===== src/bpl_pkg.sv =====
// Shared types and constants for the bounded priority list.
package bpl_pkg;

  // Operation codes
  localparam logic [1:0] OP_INSERT = 2'd0;
  localparam logic [1:0] OP_POP    = 2'd1;
  localparam logic [1:0] OP_REMOVE = 2'd2;

  // Result status codes
  localparam logic [1:0] ST_OK     = 2'd0;
  localparam logic [1:0] ST_EVICT  = 2'd1;
  localparam logic [1:0] ST_EMPTY  = 2'd2;
  localparam logic [1:0] ST_BADPOS = 2'd3;

  localparam logic [3:0] LIMIT_RESET = 4'd5;

  typedef struct packed {
    logic [7:0]  pri;
    logic [15:0] dur;
    logic [15:0] tag;
  } entry_t;

  // Command broadcast to every cell.
  typedef struct packed {
    logic   ins;
    logic   rem;
    logic   take;
    entry_t new_e;
  } cell_cmd_t;

  typedef struct packed {
    logic [1:0]  operation;
    logic [7:0]  new_priority;
    logic [15:0] new_duration;
    logic [15:0] new_tag;
    logic [2:0]  remove_position;
  } in_item_t;

  typedef struct packed {
    logic [1:0]  status;
    logic        out_valid;
    logic [7:0]  out_priority;
    logic [15:0] out_duration;
    logic [15:0] out_tag;
    logic [3:0]  entry_count;
  } out_item_t;

endpackage


===== src/bpl_chan_if.sv =====
// Valid/ready channel interfaces: operation input, result output, limit write.
interface bpl_in_if;
  logic              valid;
  logic              ready;
  bpl_pkg::in_item_t data;
  modport source (output valid, output data, input ready);
  modport sink   (input valid, input data, output ready);
endinterface

interface bpl_out_if;
  logic               valid;
  logic               ready;
  bpl_pkg::out_item_t data;
  modport source (output valid, output data, input ready);
  modport sink   (input valid, input data, output ready);
endinterface

interface bpl_cfg_if;
  logic       valid;
  logic       ready;
  logic [3:0] data;
  modport source (output valid, output data, input ready);
  modport sink   (input valid, input data, output ready);
endinterface


===== src/bpl_cell.sv =====
// One list slot: holds an entry, shifts toward or away from the head.
module bpl_cell #(
  parameter int IDX = 0,
  parameter int CW  = 4
) (
  input  logic                clk,
  input  logic                rst_n,
  input  bpl_pkg::cell_cmd_t  cmd,
  input  logic [CW-1:0]       n_eff,     // slots in play for the insert compare
  input  logic [CW-1:0]       sel,       // position that leaves the list
  input  logic [CW-1:0]       cnt_nxt,   // count after this beat
  input  logic                ge_prev,   // left neighbor stays put on insert
  input  bpl_pkg::entry_t     prev_e,
  input  bpl_pkg::entry_t     next_e,
  output logic                ge,
  output logic                vld_q,
  output bpl_pkg::entry_t     e_q,
  output bpl_pkg::entry_t     take_e
);
  import bpl_pkg::*;

  localparam logic [CW-1:0] MY_IDX = CW'(IDX);

  entry_t e_r, e_nxt;
  logic   vld_r, vld_nxt;

  assign ge     = (MY_IDX < n_eff) && (e_r.pri > cmd.new_e.pri);
  assign e_q    = e_r;
  assign vld_q  = vld_r;
  assign take_e = (cmd.take && (MY_IDX == sel)) ? e_r : '0;

  always_comb begin
    e_nxt   = e_r;
    vld_nxt = vld_r;
    if (cmd.ins) begin
      if (!ge) begin
        e_nxt = ge_prev ? cmd.new_e : prev_e;
      end
      vld_nxt = MY_IDX < cnt_nxt;
    end else if (cmd.rem) begin
      if (MY_IDX >= sel) begin
        e_nxt = next_e;
      end
      vld_nxt = MY_IDX < cnt_nxt;
    end
  end

  always_ff @(posedge clk) begin
    e_r <= e_nxt;
  end

  always_ff @(posedge clk) begin
    if (!rst_n) begin
      vld_r <= 1'b0;
    end else begin
      vld_r <= vld_nxt;
    end
  end

endmodule


===== src/bounded_priority_list_unit.sv =====
// Top level of the bounded priority list: decode, cell row, result register.
//
//   channel | dir | beat carries                                  | ready
//   in_ch   | in  | operation, priority, duration, tag, position  | result slot free
//   out_ch  | out | status, leaving entry, entry count            | from consumer
//   cfg_ch  | in  | entry_limit (4 bits)                          | always high
//
// One operation per cycle while in_ch is not stalled: every cell compares against the broadcast entry
// and shifts in the same cycle, result lands in the output register next edge.
// in_ch stalls only while a result waits and out_ch.ready is low.
// Synchronous active-low reset empties the list and sets the limit to 5.
module bounded_priority_list_unit #(
  parameter int DEPTH = 8
) (
  input  logic      clk,
  input  logic      rst_n,
  bpl_in_if.sink    in_ch,
  bpl_out_if.source out_ch,
  bpl_cfg_if.sink   cfg_ch
);
  import bpl_pkg::*;

  localparam int CW = $clog2(DEPTH + 1);
  localparam logic [CW-1:0] FULL = CW'(DEPTH);

  // Limit register
  logic [3:0] lim_r;

  // Count and result register
  logic [CW-1:0] cnt_r, cnt_nxt;
  logic          out_vld_r;
  out_item_t     out_data_r;

  // Decode
  logic          fire;
  logic          evict;
  logic [CW-1:0] n_eff;
  logic [CW-1:0] sel;
  cell_cmd_t     cmd;
  logic [1:0]    status;

  // Cell row
  entry_t           cell_e    [DEPTH];
  entry_t           cell_take [DEPTH];
  logic [DEPTH-1:0] cell_ge;
  logic [DEPTH-1:0] cell_vld;
  entry_t           take_or;

  assign cfg_ch.ready = 1'b1;
  assign in_ch.ready  = !out_vld_r || out_ch.ready;
  assign fire         = in_ch.valid && in_ch.ready;

  // Limit of 0 acts as 1, limit above DEPTH acts as DEPTH (count never exceeds DEPTH).
  assign evict = (cnt_r != '0) && ((8'(cnt_r) >= 8'(lim_r)) || (cnt_r == FULL));

  always_comb begin
    cmd         = '0;
    cmd.new_e   = '{pri: in_ch.data.new_priority,
                    dur: in_ch.data.new_duration,
                    tag: in_ch.data.new_tag};
    n_eff       = cnt_r;
    sel         = '0;
    cnt_nxt     = cnt_r;
    status      = ST_OK;
    case (in_ch.data.operation)
      OP_INSERT: begin
        if (evict) begin
          // Last slot leaves first, insert then sorts into the rest.
          n_eff    = cnt_r - 1'b1;
          sel      = cnt_r - 1'b1;
          cmd.take = fire;
          status   = ST_EVICT;
        end
        cmd.ins = fire;
        cnt_nxt = n_eff + 1'b1;
      end
      OP_POP: begin
        if (cnt_r == '0) begin
          status = ST_EMPTY;
        end else begin
          cmd.rem  = fire;
          cmd.take = fire;
          cnt_nxt  = cnt_r - 1'b1;
        end
      end
      OP_REMOVE: begin
        if (cnt_r == '0) begin
          status = ST_EMPTY;
        end else if (8'(in_ch.data.remove_position) >= 8'(cnt_r)) begin
          status = ST_BADPOS;
        end else begin
          sel      = CW'(in_ch.data.remove_position);
          cmd.rem  = fire;
          cmd.take = fire;
          cnt_nxt  = cnt_r - 1'b1;
        end
      end
      default: begin
        // unused code: no change
      end
    endcase
  end

  for (genvar i = 0; i < DEPTH; i++) begin : g_cell
    logic   ge_prev;
    entry_t prev_e;
    entry_t next_e;

    if (i == 0) begin : g_head
      assign ge_prev = 1'b1;
      assign prev_e  = '0;
    end else begin : g_mid
      assign ge_prev = cell_ge[i-1];
      assign prev_e  = cell_e[i-1];
    end

    if (i == DEPTH - 1) begin : g_tail
      assign next_e = '0;
    end else begin : g_body
      assign next_e = cell_e[i+1];
    end

    bpl_cell #(
      .IDX (i),
      .CW  (CW)
    ) u_cell (
      .clk     (clk),
      .rst_n   (rst_n),
      .cmd     (cmd),
      .n_eff   (n_eff),
      .sel     (sel),
      .cnt_nxt (cnt_nxt),
      .ge_prev (ge_prev),
      .prev_e  (prev_e),
      .next_e  (next_e),
      .ge      (cell_ge[i]),
      .vld_q   (cell_vld[i]),
      .e_q     (cell_e[i]),
      .take_e  (cell_take[i])
    );
  end

  // Only the selected cell drives its entry, the rest give zero.
  always_comb begin
    take_or = '0;
    for (int i = 0; i < DEPTH; i++) begin
      take_or = take_or | cell_take[i];
    end
  end

  always_ff @(posedge clk) begin
    if (!rst_n) begin
      lim_r     <= LIMIT_RESET;
      cnt_r     <= '0;
      out_vld_r <= 1'b0;
    end else begin
      if (cfg_ch.valid && cfg_ch.ready) begin
        lim_r <= cfg_ch.data;
      end
      if (fire) begin
        cnt_r     <= cnt_nxt;
        out_vld_r <= 1'b1;
      end else if (out_ch.ready) begin
        out_vld_r <= 1'b0;
      end
    end
  end

  always_ff @(posedge clk) begin
    if (fire) begin
      out_data_r.status       <= status;
      out_data_r.out_valid    <= cmd.take;
      out_data_r.out_priority <= take_or.pri;
      out_data_r.out_duration <= take_or.dur;
      out_data_r.out_tag      <= take_or.tag;
      out_data_r.entry_count  <= 4'(cnt_nxt);
    end
  end

  assign out_ch.valid = out_vld_r;
  assign out_ch.data  = out_data_r;

`ifndef ASSERT_OFF
  a_cnt_matches_vld: assert property (@(posedge clk) disable iff (!rst_n)
    $countones(cell_vld) == int'(cnt_r))
    else $error("count disagrees with cell valid bits");

  a_cnt_bound: assert property (@(posedge clk) disable iff (!rst_n)
    cnt_r <= FULL)
    else $error("count beyond depth");

  a_result_follows: assert property (@(posedge clk) disable iff (!rst_n)
    fire |=> out_vld_r && (out_data_r.entry_count == 4'(cnt_r)))
    else $error("result missing or count mismatch after beat");

  a_evict_reports: assert property (@(posedge clk) disable iff (!rst_n)
    out_vld_r && (out_data_r.status == ST_EVICT) |-> out_data_r.out_valid)
    else $error("eviction without leaving entry");

  a_error_no_entry: assert property (@(posedge clk) disable iff (!rst_n)
    out_vld_r && ((out_data_r.status == ST_EMPTY) || (out_data_r.status == ST_BADPOS))
      |-> !out_data_r.out_valid)
    else $error("error status carries an entry");
`endif

endmodule


===== src/flat_wrapper.sv =====
// flat-port wrapper written by rule: the top's interface ports become plain ports
module bounded_priority_list_unit_flat import bpl_pkg::*;
#(
  parameter int DEPTH = 8
)
  (clk, rst_n, in_ch_valid, in_ch_data, in_ch_ready, out_ch_valid, out_ch_data, out_ch_ready, cfg_ch_valid, cfg_ch_data, cfg_ch_ready);
  bpl_in_if in_ch_i ();
  bpl_out_if out_ch_i ();
  bpl_cfg_if cfg_ch_i ();
  input  logic clk;
  input  logic rst_n;
  input wire logic [$bits(in_ch_i.valid)-1:0] in_ch_valid;
  input wire logic [$bits(in_ch_i.data)-1:0] in_ch_data;
  output wire logic [$bits(in_ch_i.ready)-1:0] in_ch_ready;
  output wire logic [$bits(out_ch_i.valid)-1:0] out_ch_valid;
  output wire logic [$bits(out_ch_i.data)-1:0] out_ch_data;
  input wire logic [$bits(out_ch_i.ready)-1:0] out_ch_ready;
  input wire logic [$bits(cfg_ch_i.valid)-1:0] cfg_ch_valid;
  input wire logic [$bits(cfg_ch_i.data)-1:0] cfg_ch_data;
  output wire logic [$bits(cfg_ch_i.ready)-1:0] cfg_ch_ready;
  assign in_ch_i.valid = in_ch_valid;
  assign in_ch_i.data = in_ch_data;
  assign in_ch_ready = in_ch_i.ready;
  assign out_ch_valid = out_ch_i.valid;
  assign out_ch_data = out_ch_i.data;
  assign out_ch_i.ready = out_ch_ready;
  assign cfg_ch_i.valid = cfg_ch_valid;
  assign cfg_ch_i.data = cfg_ch_data;
  assign cfg_ch_ready = cfg_ch_i.ready;
  bounded_priority_list_unit #(.DEPTH(DEPTH)) u_core (.clk(clk), .rst_n(rst_n), .in_ch(in_ch_i), .out_ch(out_ch_i), .cfg_ch(cfg_ch_i));
endmodule

===== config.mk =====
export PLATFORM = sky130hd
export DESIGN_NAME = bounded_priority_list_unit_flat
export DESIGN_NICKNAME = d
export VERILOG_FILES = /design/src/bpl_pkg.sv /design/src/bpl_chan_if.sv /design/src/bpl_cell.sv /design/src/bounded_priority_list_unit.sv /design/src/flat_wrapper.sv
export SDC_FILE = /design/constraint.sdc
export NUM_CORES = 1
export LEC_CHECK = 0
export ABC_AREA = 1
export BUFFER_PORTS_ARGS = -buffer_cell sky130_fd_sc_hd__buf_4
export CAP_MARGIN = 20
export CORE_ASPECT_RATIO = 1.1
export CORE_MARGIN = 5
export CORE_UTILIZATION = 40
export CTS_BUF_LIST = sky130_fd_sc_hd__clkbuf_2 sky130_fd_sc_hd__clkbuf_4 sky130_fd_sc_hd__clkbuf_8
export DETAILED_ROUTE_END_ITERATION = 16
export PLACE_DENSITY_LB_ADDON = 0.2
export SLEW_MARGIN = 20
export SYNTH_ARGS = -nofsm -noshare
export SYNTH_HDL_FRONTEND = slang
export SYNTH_SLANG_ARGS = --single-unit
export TNS_END_PERCENT = 30

===== constraint.sdc =====
create_clock -name clk -period 12.5 [get_ports clk]
set_input_delay 1.875 -clock clk [delete_from_list [all_inputs] [get_ports clk]]
set_output_delay 1.875 -clock clk [all_outputs]
set_load 0.02 [all_outputs]

==> impl_metrics.xml, run 1 <==
<?xml version="1.0" encoding="UTF-8"?>
<metrics>
  <group name="outcome">
    <metric name="status" unit="">completed</metric>
  </group>
  <group name="finish">
    <metric name="fillers" unit="">5957</metric>
    <metric name="most_common_cell_after_layout_fill_and_taps_aside" unit="">sky130_fd_sc_hd__nand2_1</metric>
    <metric name="syn_to_final_growth" unit="%">11.3</metric>
    <metric name="final_layout_size_suffix_gt1_frac" unit="">0.0929</metric>
    <metric name="finish.net_count" unit="">3402</metric>
    <metric name="post-route-util" unit="">0.448</metric>
    <metric name="mostFrequentLayoutCells" unit="">sky130_fd_sc_hd__nand2_1 (1,343), sky130_fd_sc_hd__nand3_1 (421), sky130_fd_sc_hd__edfxtp_1 (367), sky130_fd_sc_hd__inv_1 (292), sky130_fd_sc_hd__nor2_1 (187)</metric>
  </group>
  <group name="routing">
    <metric name="ant_nets" unit="">0</metric>
    <metric name="avgRoutedWirePerCell" unit="um">21.4</metric>
    <metric name="finalWirelength" unit="mm">87.8</metric>
    <metric name="detail_route.vias_per_cell" unit="">5.59</metric>
    <metric name="first_iter_violations" unit="">2805</metric>
    <metric name="via_count" unit="">22900</metric>
    <metric name="detail_route.first_pass.iterations" unit="">8</metric>
    <metric name="post-route-drc-count" unit="">0</metric>
  </group>
  <group name="clock_tree">
    <metric name="clk_transition_reported_paths" unit="ns">0.06</metric>
    <metric name="clock_sink_count" unit="">376</metric>
    <metric name="cts_tree" unit="">yes</metric>
    <metric name="number_of_buffers_inserted_by_post_cts_setup_repair" unit="">0</metric>
    <metric name="cts_repair_resize_count" unit="">0</metric>
    <metric name="cts-htree-levels" unit="">3</metric>
    <metric name="clockRootBuffer" unit="">sky130_fd_sc_hd__clkbuf_8</metric>
    <metric name="holdBufCountCts" unit="">0</metric>
    <metric name="cts_inserted_buffers" unit="">71</metric>
    <metric name="worst_skew_pair.late_latency" unit="ns">0.67</metric>
    <metric name="max-clock-path-buffers" unit="">3</metric>
  </group>
  <group name="floorplan">
    <metric name="floorplan.die_area" unit="um^2">65000</metric>
    <metric name="die_height" unit="um">267</metric>
    <metric name="fp-row-count" unit="">94</metric>
    <metric name="num_io_pins" unit="">104</metric>
    <metric name="initial_core_util" unit="">0.402</metric>
    <metric name="die_width" unit="um">243</metric>
    <metric name="coreArea" unit="um^2">59600</metric>
  </group>
  <group name="global_routing">
    <metric name="grt_pass1_vias" unit="">22200</metric>
    <metric name="gr-usage-met3" unit="">0.0468</metric>
    <metric name="wire_length_of_the_first_global_routing_pass" unit="mm">133</metric>
    <metric name="combined_global_route_utilization_of_all_metal_layers" unit="">0.262</metric>
    <metric name="grt_antenna_before_repair" unit="">2</metric>
    <metric name="grt.met2_usage" unit="">0.428</metric>
    <metric name="grt.met1_usage" unit="">0.347</metric>
    <metric name="grt_busiest_layer" unit="">met2</metric>
    <metric name="overflow" unit="">0</metric>
    <metric name="largest_net_degree_at_the_start_of_global_routing" unit="">167</metric>
  </group>
  <group name="logic_synthesis">
    <metric name="synth_fp_nets" unit="">3382</metric>
    <metric name="synth.yosys.seq_area_share" unit="">0.467</metric>
    <metric name="synth.avg_cell_area" unit="um^2">7.38</metric>
    <metric name="post_synth_inst_count" unit="">3250</metric>
    <metric name="synth.cell_area" unit="um^2">24000</metric>
    <metric name="synthDistinctLibCells" unit="">36</metric>
    <metric name="ys_seq_elements" unit="">376</metric>
    <metric name="yosys_warnings" unit="">0</metric>
  </group>
  <group name="sta">
    <metric name="unrepaired_setup_endpoints_after_global_routing" unit="">no</metric>
    <metric name="finalCritPeriodShare" unit="">0.457</metric>
    <metric name="max_freq" unit="MHz">175</metric>
    <metric name="holdWs" unit="ns">0.464</metric>
    <metric name="tightestPinTransition" unit="ns">1.14</metric>
    <metric name="clock-skew-final" unit="ns">0.0361</metric>
    <metric name="hold_violations" unit="">0</metric>
    <metric name="relSlewSlack" unit="">0.238</metric>
    <metric name="setup_total_negative_slack" unit="ns">0</metric>
    <metric name="count_of_final_max_slew_check_failures" unit="">0</metric>
    <metric name="period_minus_slack" unit="ns">5.71</metric>
    <metric name="setup_viol" unit="">0</metric>
  </group>
  <group name="pwr">
    <metric name="p_switching" unit="mW">1.24</metric>
    <metric name="comb_power_share" unit="">0.219</metric>
    <metric name="share_clk_of_total_power" unit="">0.341</metric>
    <metric name="p_per_cell_area" unit="nW/um^2">134</metric>
    <metric name="share_seq_of_total_power" unit="">0.440</metric>
    <metric name="power.switching_fraction" unit="">0.346</metric>
    <metric name="internal_power" unit="mW">2.34</metric>
    <metric name="cellLeakagePower" unit="nW">13.4</metric>
    <metric name="worst_ir_drop_vdd" unit="V">0.0000766</metric>
  </group>
  <group name="job">
    <metric name="max_cap_viol_count" unit="">0</metric>
  </group>
  <group name="placement">
    <metric name="buffer_ports.inserted" unit="">102</metric>
    <metric name="gp_congestion" unit="">0.865</metric>
    <metric name="dp_hpwl" unit="mm">50.1</metric>
  </group>
  <group name="worst_hold_path">
    <metric name="hold_path_class" unit="">reg -&gt; reg</metric>
  </group>
  <group name="setup_path">
    <metric name="worstSetupPathType" unit="">in -&gt; reg</metric>
    <metric name="setup_crit_end_kind" unit="">register</metric>
    <metric name="timing.reg2reg.setup_slack" unit="ns">7.46</metric>
    <metric name="arr_time_crit_path" unit="ns">5.99</metric>
    <metric name="critical_path.startpoint_type" unit="">input port</metric>
    <metric name="path_max_fanout" unit="">166</metric>
    <metric name="worst-endpoint-required" unit="ns">12.78</metric>
  </group>
</metrics>
[layer usage]
layer	wire length [um]	share of wire
met1	35800	0.41
met2	40200	0.46
met3	8380	0.095
met4	3440	0.039
met5	0	0
[through the flow]
stage,instances,area (um^2),total power [mW],setup WS [ns]
2_1_floorplan,3250,24000,2.06,5.90
3_3_place_gp,3965,25300,2.35,6.11
6_report,4094,26700,3.58,6.79
4_1_cts,4093,26700,3.59,6.77
3_5_place_dp,3965,25300,2.37,6.06
5_1_grt,4094,26700,3.73,6.51
[area by class of cell]
class,count,area (um^2),share of cell area
Timing Repair Buffer,143,1090,0.0407
Antenna cell,1,2.50,0.0000937
Clock inverter,38,248,0.00928
Multi-Input combinational cell,2372,10900,0.409
Inverter,306,1160,0.0433
Clock buffer,90,1130,0.0424
Tap cell,768,961,0.0360
Sequential cell,376,11200,0.420
[cells by family after synthesis]
group,Yosys count,synth area share
AND/OR/NAND/NOR,2081,0.361
buffers and inverters,502,0.0847
flip-flops,376,0.467
AO/OA/AOI/OAI,211,0.0462
adder cells (fa/ha/maj),78,0.0407
XOR/XNOR,1,0.000365
other,1,0.000156
[power groups by stage]
stage / registers (mW) / clock network, mW / logic, mW
2_1_floorplan: 1.59 / 0 / 0.468
5_1_grt: 1.58 / 1.30 / 0.851
3_5_place_dp: 1.60 / 0 / 0.766
3_3_place_gp: 1.60 / 0 / 0.753
6_report: 1.58 / 1.22 / 0.783
4_1_cts: 1.58 / 1.24 / 0.769
[registers in the layout, summed over array words and instances (netlist names)]
name and flops:
u_core.cnt_r 4, u_core.g_cell.u_cell.e_q 320, u_core.lim_r 4, u_core.out_ch.valid 1, u_core.out_ch.data 47
[worst max-delay path, stage by stage]
cell,delay [ns]
sky130_fd_sc_hd__buf_4,0.09
sky130_fd_sc_hd__inv_1,0.05
sky130_fd_sc_hd__ha_1,0.35
sky130_fd_sc_hd__inv_1,0.19
sky130_fd_sc_hd__nor2_4,0.06
sky130_fd_sc_hd__buf_12,0.22
sky130_fd_sc_hd__inv_6,0.74
sky130_fd_sc_hd__buf_4,0.75
sky130_fd_sc_hd__nand2_1,0.21
sky130_fd_sc_hd__a21oi_4,0.80
sky130_fd_sc_hd__buf_4,0.56
[cell usage after synthesis]
cell / n / share of area
sky130_fd_sc_hd__dfxtp_1: 9 / 0.0075
sky130_fd_sc_hd__nand4_2: 1 / 0.00052
sky130_fd_sc_hd__a211oi_1: 4 / 0.0013
sky130_fd_sc_hd__o211ai_1: 4 / 0.0013
sky130_fd_sc_hd__buf_2: 103 / 0.021
sky130_fd_sc_hd__nor2_2: 6 / 0.0016
sky130_fd_sc_hd__clkbuf_1: 73 / 0.011
sky130_fd_sc_hd__o21ai_0: 71 / 0.015
sky130_fd_sc_hd__conb_1: 1 / 0.00016
sky130_fd_sc_hd__nand3_2: 2 / 0.00083
sky130_fd_sc_hd__edfxtp_1: 367 / 0.46
sky130_fd_sc_hd__o21ai_1: 78 / 0.016
sky130_fd_sc_hd__buf_1: 15 / 0.0023
sky130_fd_sc_hd__nand3_1: 421 / 0.088
sky130_fd_sc_hd__nor2_4: 3 / 0.0014
sky130_fd_sc_hd__clkinv_1: 1 / 0.00016
sky130_fd_sc_hd__nor2_1: 196 / 0.031
sky130_fd_sc_hd__o21ai_2: 2 / 0.00073
sky130_fd_sc_hd__nand2_4: 1 / 0.00047
sky130_fd_sc_hd__a22o_1: 1 / 0.00037
sky130_fd_sc_hd__o21bai_1: 2 / 0.00063
sky130_fd_sc_hd__a21oi_1: 46 / 0.0096
sky130_fd_sc_hd__nand4_1: 86 / 0.022
sky130_fd_sc_hd__nand4_4: 1 / 0.00089
sky130_fd_sc_hd__inv_1: 298 / 0.047
sky130_fd_sc_hd__nor3_1: 6 / 0.0013
sky130_fd_sc_hd__a21boi_0: 1 / 0.00031
sky130_fd_sc_hd__ha_1: 78 / 0.041
sky130_fd_sc_hd__buf_4: 5 / 0.0016
sky130_fd_sc_hd__nand2_2: 3 / 0.00078
sky130_fd_sc_hd__nand2_1: 1354 / 0.21
sky130_fd_sc_hd__inv_2: 7 / 0.0011
sky130_fd_sc_hd__a21o_1: 1 / 0.00031
sky130_fd_sc_hd__a21oi_4: 1 / 0.00068
sky130_fd_sc_hd__xor2_1: 1 / 0.00037
sky130_fd_sc_hd__nand3b_1: 1 / 0.00031
[worst paths after layout]
kind / startpoint / to / cells after the start
hold / removal: u_core.lim_r[3]$_SDFFE_PN0P_ / u_core.lim_r[3]$_SDFFE_PN0P_ / 2
setup / recovery: in_ch_data[43] / u_core.g_cell[2].u_cell.e_q[37]$_DFFE_PP_ / 11
setup reg to reg: u_core.cnt_r[3]$_SDFFE_PN0P_ / u_core.g_cell[5].u_cell.e_q[10]$_DFFE_PP_ / 13
hold reg to reg: u_core.lim_r[3]$_SDFFE_PN0P_ / u_core.lim_r[3]$_SDFFE_PN0P_ / 2
Note: power is estimated with default switching activity, not from simulation.
==> inputs of run 2 (changes only) <==
Clock period 12.5 ns to 5.71 ns, I/O delays scaled along.
==> run 2 against run 1 <==
Against the previous run: die area stayed put; wire length barely moved; cell area up 0.11%; flip-flop and latch count stayed put; worst setup slack lost 5.3 ns; global-route usage is 0.21 points lower; utilization grew 0.050 points; cell count about the same; non-clock buffer count increased by 6; critical path depth grew 9; critical path type is now reg -> reg.
==> impl_metrics.xml, run 2 (synthesis results as in run 1) <==
<?xml version="1.0" encoding="UTF-8"?>
<metrics>
  <group name="outcome">
    <metric name="status" unit="">completed</metric>
  </group>
  <group name="job">
    <metric name="max_cap_viol_count" unit="">0</metric>
  </group>
  <group name="setup_path">
    <metric name="reg2regPathDepth" unit="">20</metric>
    <metric name="path_max_fanout" unit="">40</metric>
    <metric name="worstSetupPathType" unit="">reg -&gt; reg</metric>
    <metric name="setup_crit_end_kind" unit="">register</metric>
    <metric name="timing.reg2reg.setup_slack" unit="ns">1.46</metric>
    <metric name="arr_time_crit_path" unit="ns">4.73</metric>
    <metric name="crit-reg2reg-launch" unit="">u_core.cnt_r[0]$_SDFFE_PN0P_</metric>
    <metric name="critical_path.startpoint_type" unit="">register</metric>
    <metric name="worst-endpoint-required" unit="ns">6.19</metric>
    <metric name="worstSetupStartpoint" unit="">u_core.cnt_r[0]$_SDFFE_PN0P_</metric>
    <metric name="crit-reg2reg-capture" unit="">u_core.g_cell[7].u_cell.e_q[37]$_SDFFCE_PN0P_</metric>
  </group>
  <group name="sta">
    <metric name="tightestPinTransition" unit="ns">1.11</metric>
    <metric name="count_of_final_max_slew_check_failures" unit="">0</metric>
    <metric name="relSlewSlack" unit="">0.257</metric>
    <metric name="period_minus_slack" unit="ns">4.25</metric>
    <metric name="hold_violations" unit="">0</metric>
    <metric name="max_freq" unit="MHz">235</metric>
    <metric name="holdWs" unit="ns">0.431</metric>
    <metric name="setup_viol" unit="">0</metric>
    <metric name="unrepaired_setup_endpoints_after_global_routing" unit="">no</metric>
    <metric name="finalCritPeriodShare" unit="">0.745</metric>
    <metric name="setup_total_negative_slack" unit="ns">0</metric>
    <metric name="clock-skew-final" unit="ns">0.0440</metric>
  </group>
  <group name="finish">
    <metric name="most_common_cell_after_layout_fill_and_taps_aside" unit="">sky130_fd_sc_hd__nand2_1</metric>
    <metric name="syn_to_final_growth" unit="%">11.4</metric>
    <metric name="postLayoutCellArea" unit="um^2">26700</metric>
    <metric name="mostFrequentLayoutCells" unit="">sky130_fd_sc_hd__nand2_1 (1,343), sky130_fd_sc_hd__nand3_1 (421), sky130_fd_sc_hd__edfxtp_1 (367), sky130_fd_sc_hd__inv_1 (292), sky130_fd_sc_hd__nor2_1 (187)</metric>
    <metric name="final_layout_size_suffix_gt1_frac" unit="">0.0942</metric>
    <metric name="largest_register_ff_count" unit="">320</metric>
    <metric name="layoutNonFillerInstCount" unit="">4095</metric>
    <metric name="finish.net_count" unit="">3408</metric>
  </group>
  <group name="clock_tree">
    <metric name="cts_tree" unit="">yes</metric>
    <metric name="number_of_buffers_inserted_by_post_cts_setup_repair" unit="">0</metric>
    <metric name="clk_transition_reported_paths" unit="ns">0.06</metric>
    <metric name="clock_sink_count" unit="">376</metric>
    <metric name="cts_repair_resize_count" unit="">0</metric>
    <metric name="max-clock-path-buffers" unit="">3</metric>
    <metric name="cts-htree-levels" unit="">3</metric>
    <metric name="cts_inserted_buffers" unit="">71</metric>
    <metric name="worst_skew_pair.late_latency" unit="ns">0.68</metric>
    <metric name="holdBufCountCts" unit="">0</metric>
    <metric name="clockRootBuffer" unit="">sky130_fd_sc_hd__clkbuf_8</metric>
  </group>
  <group name="routing">
    <metric name="post-route-drc-count" unit="">0</metric>
    <metric name="finalWirelength" unit="mm">87.7</metric>
    <metric name="detail_route.vias_per_cell" unit="">5.58</metric>
    <metric name="avgRoutedWirePerCell" unit="um">21.4</metric>
    <metric name="ant_nets" unit="">0</metric>
    <metric name="detail_route.first_pass.iterations" unit="">6</metric>
    <metric name="first_iter_violations" unit="">2643</metric>
    <metric name="via_count" unit="">22900</metric>
  </group>
  <group name="placement">
    <metric name="buffer_ports.inserted" unit="">102</metric>
    <metric name="dpl_cell_area" unit="um^2">25400</metric>
    <metric name="dp_hpwl" unit="mm">50.9</metric>
    <metric name="gp_congestion" unit="">0.878</metric>
    <metric name="dp.cells" unit="">3971</metric>
  </group>
  <group name="floorplan">
    <metric name="die_height" unit="um">267</metric>
    <metric name="initial_core_util" unit="">0.402</metric>
    <metric name="coreArea" unit="um^2">59600</metric>
    <metric name="fp-row-count" unit="">94</metric>
    <metric name="floorplan.die_area" unit="um^2">65000</metric>
    <metric name="die_width" unit="um">243</metric>
    <metric name="num_io_pins" unit="">104</metric>
  </group>
  <group name="worst_hold_path">
    <metric name="hold-path-cell-count" unit="">2</metric>
    <metric name="hold_start" unit="">cfg_ch_valid</metric>
    <metric name="hold_path_class" unit="">in -&gt; reg</metric>
    <metric name="min_delay_worst_endpoint" unit="">u_core.lim_r[2]$_SDFFE_PN1P_</metric>
  </group>
  <group name="global_routing">
    <metric name="overflow" unit="">0</metric>
    <metric name="grt_pass1_vias" unit="">21800</metric>
    <metric name="wire_length_of_the_first_global_routing_pass" unit="mm">131</metric>
    <metric name="largest_net_degree_at_the_start_of_global_routing" unit="">191</metric>
    <metric name="combined_global_route_utilization_of_all_metal_layers" unit="">0.259</metric>
    <metric name="grt_antenna_before_repair" unit="">3</metric>
  </group>
  <group name="pwr">
    <metric name="cellLeakagePower" unit="nW">13.5</metric>
    <metric name="p_per_cell_area" unit="nW/um^2">290</metric>
    <metric name="worst_ir_drop_vdd" unit="V">0.000148</metric>
  </group>
</metrics>
==> run 2: changes by cell type in the layout (fill, tap and decap cells not counted), moves of 2 or more <==
cell,before,now
sky130_fd_sc_hd__clkinv_1,19,14
sky130_fd_sc_hd__buf_12,1,5
sky130_fd_sc_hd__bufinv_16,2,0
sky130_fd_sc_hd__clkbuf_8,73,75
sky130_fd_sc_hd__clkinv_2,12,10
sky130_fd_sc_hd__diode_2,1,3
sky130_fd_sc_hd__inv_2,11,13
==> run 2: through the flow <==
stage | setup slack [ns] | utilization | total power [mW]
floorplan | 0.129 | - | 4.51
global placement | 1.27 | 0.426 | 5.16
detailed placement | 1.21 | 0.426 | 5.19
CTS | 1.57 | 0.448 | 7.77
global route | 1.14 | 0.448 | 8.08
finish | 1.46 | 0.448 | 7.76
==> run 2: how the worst max path moves through the flow <==
| stage | endpoint | depth (start not counted) |
|---|---|---|
| after floorplan | u_core.g_cell[1].u_cell.e_q[0]$_DFFE_PP_ | 10 |
| after global placement | u_core.g_cell[4].u_cell.e_q[25]$_DFFE_PP_ | 10 |
| after detailed placement | u_core.g_cell[1].u_cell.e_q[26]$_DFFE_PP_ | 10 |
| after CTS | u_core.g_cell[7].u_cell.e_q[26]$_SDFFCE_PN0P_ | 20 |
| after global routing | u_core.g_cell[7].u_cell.e_q[37]$_SDFFCE_PN0P_ | 20 |
| final | u_core.g_cell[7].u_cell.e_q[37]$_SDFFCE_PN0P_ | 20 |
==> run 2: worst max-delay path: stages, from the launching register on <==
cell	delay (ns)
sky130_fd_sc_hd__dfxtp_1	0.38
sky130_fd_sc_hd__inv_1	0.20
sky130_fd_sc_hd__ha_1	0.34
sky130_fd_sc_hd__inv_1	0.05
sky130_fd_sc_hd__nand2_1	0.04
sky130_fd_sc_hd__nand2_1	0.04
sky130_fd_sc_hd__nand2_1	0.05
sky130_fd_sc_hd__nand2_1	0.12
sky130_fd_sc_hd__nand2_2	0.16
sky130_fd_sc_hd__nand2_1	0.11
sky130_fd_sc_hd__inv_1	0.05
sky130_fd_sc_hd__ha_1	0.32
sky130_fd_sc_hd__nand2_1	0.08
sky130_fd_sc_hd__inv_1	0.07
sky130_fd_sc_hd__a21oi_1	0.22
sky130_fd_sc_hd__nand2_1	0.11
sky130_fd_sc_hd__nand2_1	0.10
sky130_fd_sc_hd__nand2_2	0.34
sky130_fd_sc_hd__inv_2	0.96
sky130_fd_sc_hd__nor2_1	0.07
sky130_fd_sc_hd__nor2_1	0.22
==> run 2: metal layers <==
metal | up-vias | GRT usage | wire length, um
li1 | 10700 | - | -
met1 | 10700 | 0.339 | 35500
met2 | 1282 | 0.417 | 40000
met3 | 209 | 0.0582 | 8820
met4 | 0 | 0.113 | 3360
met5 | - | 0 | 0
==> run 2: area by class of cell <==
class,count,area [um^2]
clock inverters,28,141
well taps,768,961
inverters,306,1150
fillers,5904,32900
multi-input cells,2372,10900
flip-flops and latches,376,11200
clock buffers,93,1170
diodes,3,7.51
repair buffers,149,1180
==> run 2: power breakdown <==
| group | leakage [nW] | total, mW | switching, mW | internal, mW |
|---|---|---|---|---|
| combinational | 9.27 | 1.73 | 1.30 | 0.437 |
| sequential | 3.51 | 3.45 | 0.148 | 3.30 |
| clock | 0.690 | 2.58 | 1.25 | 1.33 |
| total | 13.5 | 7.76 | 2.69 | 5.06 |
